<file path="src/scba_ram.sv">
// Generic single-clock RAM, one write port and one registered read port.
// No dependencies.
`timescale 1ns / 1ps
module scba_ram #(
  parameter int WIDTH = 8,
  parameter int DEPTH = 256
) (
  input  logic                     clk,
  input  logic                     we,
  input  logic [$clog2(DEPTH)-1:0] waddr,
  input  logic [WIDTH-1:0]         wdata,
  input  logic [$clog2(DEPTH)-1:0] raddr,
  output logic [WIDTH-1:0]         rdata
);
  logic [WIDTH-1:0] mem [DEPTH];

  always_ff @(posedge clk) begin
    if (we) begin
      mem[waddr] <= wdata;
    end
    rdata <= mem[raddr];
  end
endmodule

</file>
<file path="config.mk">
export PLATFORM = sky130hd
export DESIGN_NAME = scba_ram
export DESIGN_NICKNAME = d
export VERILOG_FILES = /design/src/scba_ram.sv
export SDC_FILE = /design/constraint.sdc
export NUM_CORES = 2
export LEC_CHECK = 0
export ABC_AREA = 1
export BUFFER_PORTS_ARGS = -buffer_cell sky130_fd_sc_hd__buf_2
export CAP_MARGIN = 10
export CORE_MARGIN = 4
export CORE_UTILIZATION = 48
export CTS_CLUSTER_DIAMETER = 50
export DETAILED_ROUTE_END_ITERATION = 10
export SETUP_SLACK_MARGIN = 0.15
export SLEW_MARGIN = 0
export SYNTH_ARGS = -nofsm -noshare
export SYNTH_HDL_FRONTEND = slang
export SYNTH_SLANG_ARGS = --single-unit
export TNS_END_PERCENT = 10
</file>
<file path="constraint.sdc">
create_clock -name clk -period 3.75 [get_ports clk]
set_clock_uncertainty 0.15 [all_clocks]
set_input_delay 0.1875 -clock clk [delete_from_list [all_inputs] [get_ports clk]]
set_output_delay 0.1875 -clock clk [all_outputs]
set_load 0.02 [all_outputs]
</file>
# Word level (Yosys, flattened, before mapping)
# Memory sizes are Yosys's and may differ from the RTL's. A register that Yosys moved wholly into a read port is not among the register bits.
# Index checks and enable logic that the tools add are counted.
[op_classes]
muxes = 2
[ops]
columns = ["operator", "count"]
rows = [
  ["1-bit two-way mux", 2],
]
[word_totals]
register_bits = 0
mem_bits_rw = 2048
wordCells = 3
mem_count = 1
[mem_list]
columns = ["name", "depth", "width", "read_ports", "rd_clocked_by_memory_dff", "wr", "line_no", "rtl"]
rows = [
  ["mem", 256, 8, 1, 1, 1, "15", "logic [WIDTH-1:0] mem [DEPTH];"],
]

# Logic depth before layout (Yosys ltp)
[depth]
depth_word = 2
mapped_depth = 15
ltp_nobuf = 11

# Least setup slack after synthesis
# Ideal clock, no wire load.
[synth_path]
path_kind = "input to register"
start = "in we"
end = "mem mem[162][0] (enable)"
setup_time_ns = 0.370
t_arrival_ns = 1.309
t_required_ns = 3.230
path_slack_ns = 1.921
stages = 4
n_path_buf = 2
cell_sequence = "clkbuf_1 > nand3_1 > clkbuf_1 > nor2_1"
[synth_via]
elab_chain_cells = 2
[synth_lines]
columns = ["item", "line_no", "rtl"]
rows = [
  ["from (decl)", "9", "input logic we,"],
  ["1-bit two-way mux", "18", "if (we) begin"],
  ["1-bit two-way mux (implied by the code)", "19", "mem[waddr] <= wdata;"],
  ["to (decl)", "15", ""],
]
# Every way passes these cells.

# Worst setup path in the final report
[layout_path]
start = "in waddr[2]"
end = "mem mem[193][2] (enable)"
[layout_lines]
columns = ["item", "line_no", "rtl"]
rows = [
  ["from (decl)", "10", "input logic [$clog2(DEPTH)-1:0] waddr,"],
]
# No word-level cell before the write port.

==> results by group <==
Outcome
  • Status: finished clean

Floorplan
  • IO Count: 34
  • Initial core utilization: about half
  • Row count: 152
  • Core ar.: 172,000 sq um
  • Die area: 180,000 sq um
  • DIE WIDTH: 425 microns
  • Chip Height: ~420 microns

Logic synthesis
  • Primary FF master, synth: edfxtp_1
  • Synth Cell Area: 83,400 sq um
  • YS warnings: 0
  • Sequential fraction of the synthesis area: 73.9%
  • Number of flops mapped to enable cells by yosys: 2,048
  • Post-Syn Nets: ~7,000
  • Most area-hungry cell type in the Yosys netlist: edfxtp_1
  • Number of synthesized register bits: around 2,100
  • Dominant cells by area after synthesis: edfxtp_1 74%, nand3_1 12%, nand2_1 9.6%, buf_2 1.6%, nor2_1 1.3%
  • Top-count cell post-synth: nand2_1
  • Post-synth top cells: 2,123 x nand2_1, 2,048 x edfxtp_1, 2,019 x nand3_1
  • Gate Count Post-Synth: 7,003
  • Async SR Flop Fraction: 0%
  • Synth unique cells: 14
  • Share of the synthesized area in the top cell type: 73.7%
  • Syn_area_per_cell: 11.9 sq um

GRT
  • GRT overflow: 0
  • Number of global-route vias before repair: approximately 53,000
  • Initial antenna violation count: 11
  • Largest net degree at the start of global routing: 122
  • First-pass GRT wire length: 354,000 microns
  • GRT Util Overall: 26.3%

Clock tree
  • Worst-Skew Late Latency: 850 ps
  • # Post-CTS Setup Buffers: 0
  • Clock sink total: between 2,000 and 2,500
  • Clock root buffer: clkbuf_16
  • Clk slew on worst S/H paths: approximately 60 ps
  • CTS tree: yes
  • Clock tree buffer depth: 3
  • Number of CTS-inserted buffers: between 200 and 250
  • CTS H-tree depth: 4

Worst hold path
  • Worst Hold Class: in2reg

Drt
  • Iteration count of the initial detailed-routing pass: 8
  • Via count: between 50,000 and 60,000
  • Iter 0 DRT Violations: around 6,600
  • Post-DRT Antenna Nets: 0
  • Routed WL: 239,000 microns
  • Detail-routed via count per cell: about 5.8
  • Residual DRC: 0
  • Routed wire length per instance: 24.9 microns

Layout
  • Area delta synth->final: 13.3%
  • Nets: 7,132
  • Layout cells sized above 1: under 10%

Placement
  • Dpl hpwl: 140,000 microns
  • Number of I/O port buffers: 33
  • Placer congestion estimate: 0.874

Setup path
  • CP startpoint kind: primary input
  • Critical Path RT: 4070 ps
  • Crit path DAT: approximately 3100 ps
  • Class of the most critical setup path: in2reg
  • Crit end category: flop
  • Worst Path Max Fanout: 8

Job
  • MaxCap Viol Count: 0

STA
  • Fin. Hold Viols: 0
  • Slew of the pin with the lowest slew margin: 1140 ps
  • Fmax: 358 MHz
  • Tcrit/Tclk final: 74.5%
  • Tmin final: 2800 ps
  • RSZ-0062 raised after global routing: false
  • Fin. max-slew vios: 0
  • Setup TNS: 0 ps
  • Worst rel slew slack: 23.5%
  • Setup violators final: 0

Pwr
  • Power Density: around 520 nW/um^2
  • Peak VDD IR: approximately 0.38 mV
  • Total power: 0.0496 W
  • Leakage: 33.1 nW
==> final timing paths <==
path	from	endpoint	slack, ps	depth (start not counted)
setup / recovery	waddr[2]	mem[193][2]$_DFFE_PP_	950	9
hold / removal	waddr[0]	mem[163][3]$_DFFE_PP_	100	5
setup reg to reg	mem[122][2]$_DFFE_PP_	rdata[2]$_DFF_P_	1570	10
hold reg to reg	mem[168][3]$_DFFE_PP_	rdata[3]$_DFF_P_	790	10
==> layout by cell type (no fill, tap or decap), drive strengths merged <==
cell type    instances
nand2             2123
nand3             2019
dlygate4sd3         16
clkinv              89
nor2               283
clkbuf             278
inv                 49
edfxtp            2048
buf                353
bufinv              19
diode                4
clkinvlp             3
dfxtp                8
==> final cells by class <==
type | instances | area (sq um)
clock buffers | 278 | 5810
multi-input cells | 4425 | 19200
repair buffers | 369 | 3510
inverters | 39 | 180
clock inverters | 121 | 1230
flip-flops and latches | 2056 | 61700
fillers | 14200 | 77700
diodes | 4 | 10.0
well taps | 2310 | 2890
==> power breakdown <==
| part | leakage (nW) | internal (W) | switching, W |
|---|---|---|---|
| Clock | 3.43 | 0.0123 | 0.00893 |
| Combinational | 11.2 | 0.000738 | 0.00228 |
| Sequential | 18.5 | 0.0253 | 0.0000361 |
==> layer usage <==
metal / global-route usage [%] / vias to the layer above / part of all wire (%)
met4: 9.27 / 0 / 3.6
met3: 4.96 / 434 / 8.3
met1: 36.8 / 27600 / 41
met2: 41.4 / 2440 / 47
met5: 0 / - / 0
li1: - / 25100 / -
==> stage by stage <==
step	instances	cell area (sq um)	hold slack, ps	util [%]	worst slack (ps)
detailed placement	9183	87200	519	50.7	464
global placement	9183	87200	533	50.7	450
floorplan	7003	83400	136	-	1920
CTS	9598	94400	16.0	54.9	1040
finish	9602	94500	96.9	54.9	955
global route	9599	94400	98.5	54.9	884
==> what timing repair did <==
action / CTS / global route
gates resized for setup: 0 / 0
hold endpoints to repair: 1015 / 0
hold buffers: 16 / 0
==> logic make-up after synthesis <==
group	share of synthesized area (%)
buffers and inverters	3.12
DFF	73.9
and+or+nand+nor	22.9
==> critical path: stages <==
cell	delay, ps
dlygate4sd3_1	560
buf_2	150
nor2_1	90
dlygate4sd3_1	560
inv_1	80
nor2_1	170
dlygate4sd3_1	580
inv_1	90
nor2_1	650
==> state kept, by name, indices dropped and copies added (netlist names) <==
register  count
mem        2048
rdata         8
No activity file was read; power rests on OpenSTA's default activity.
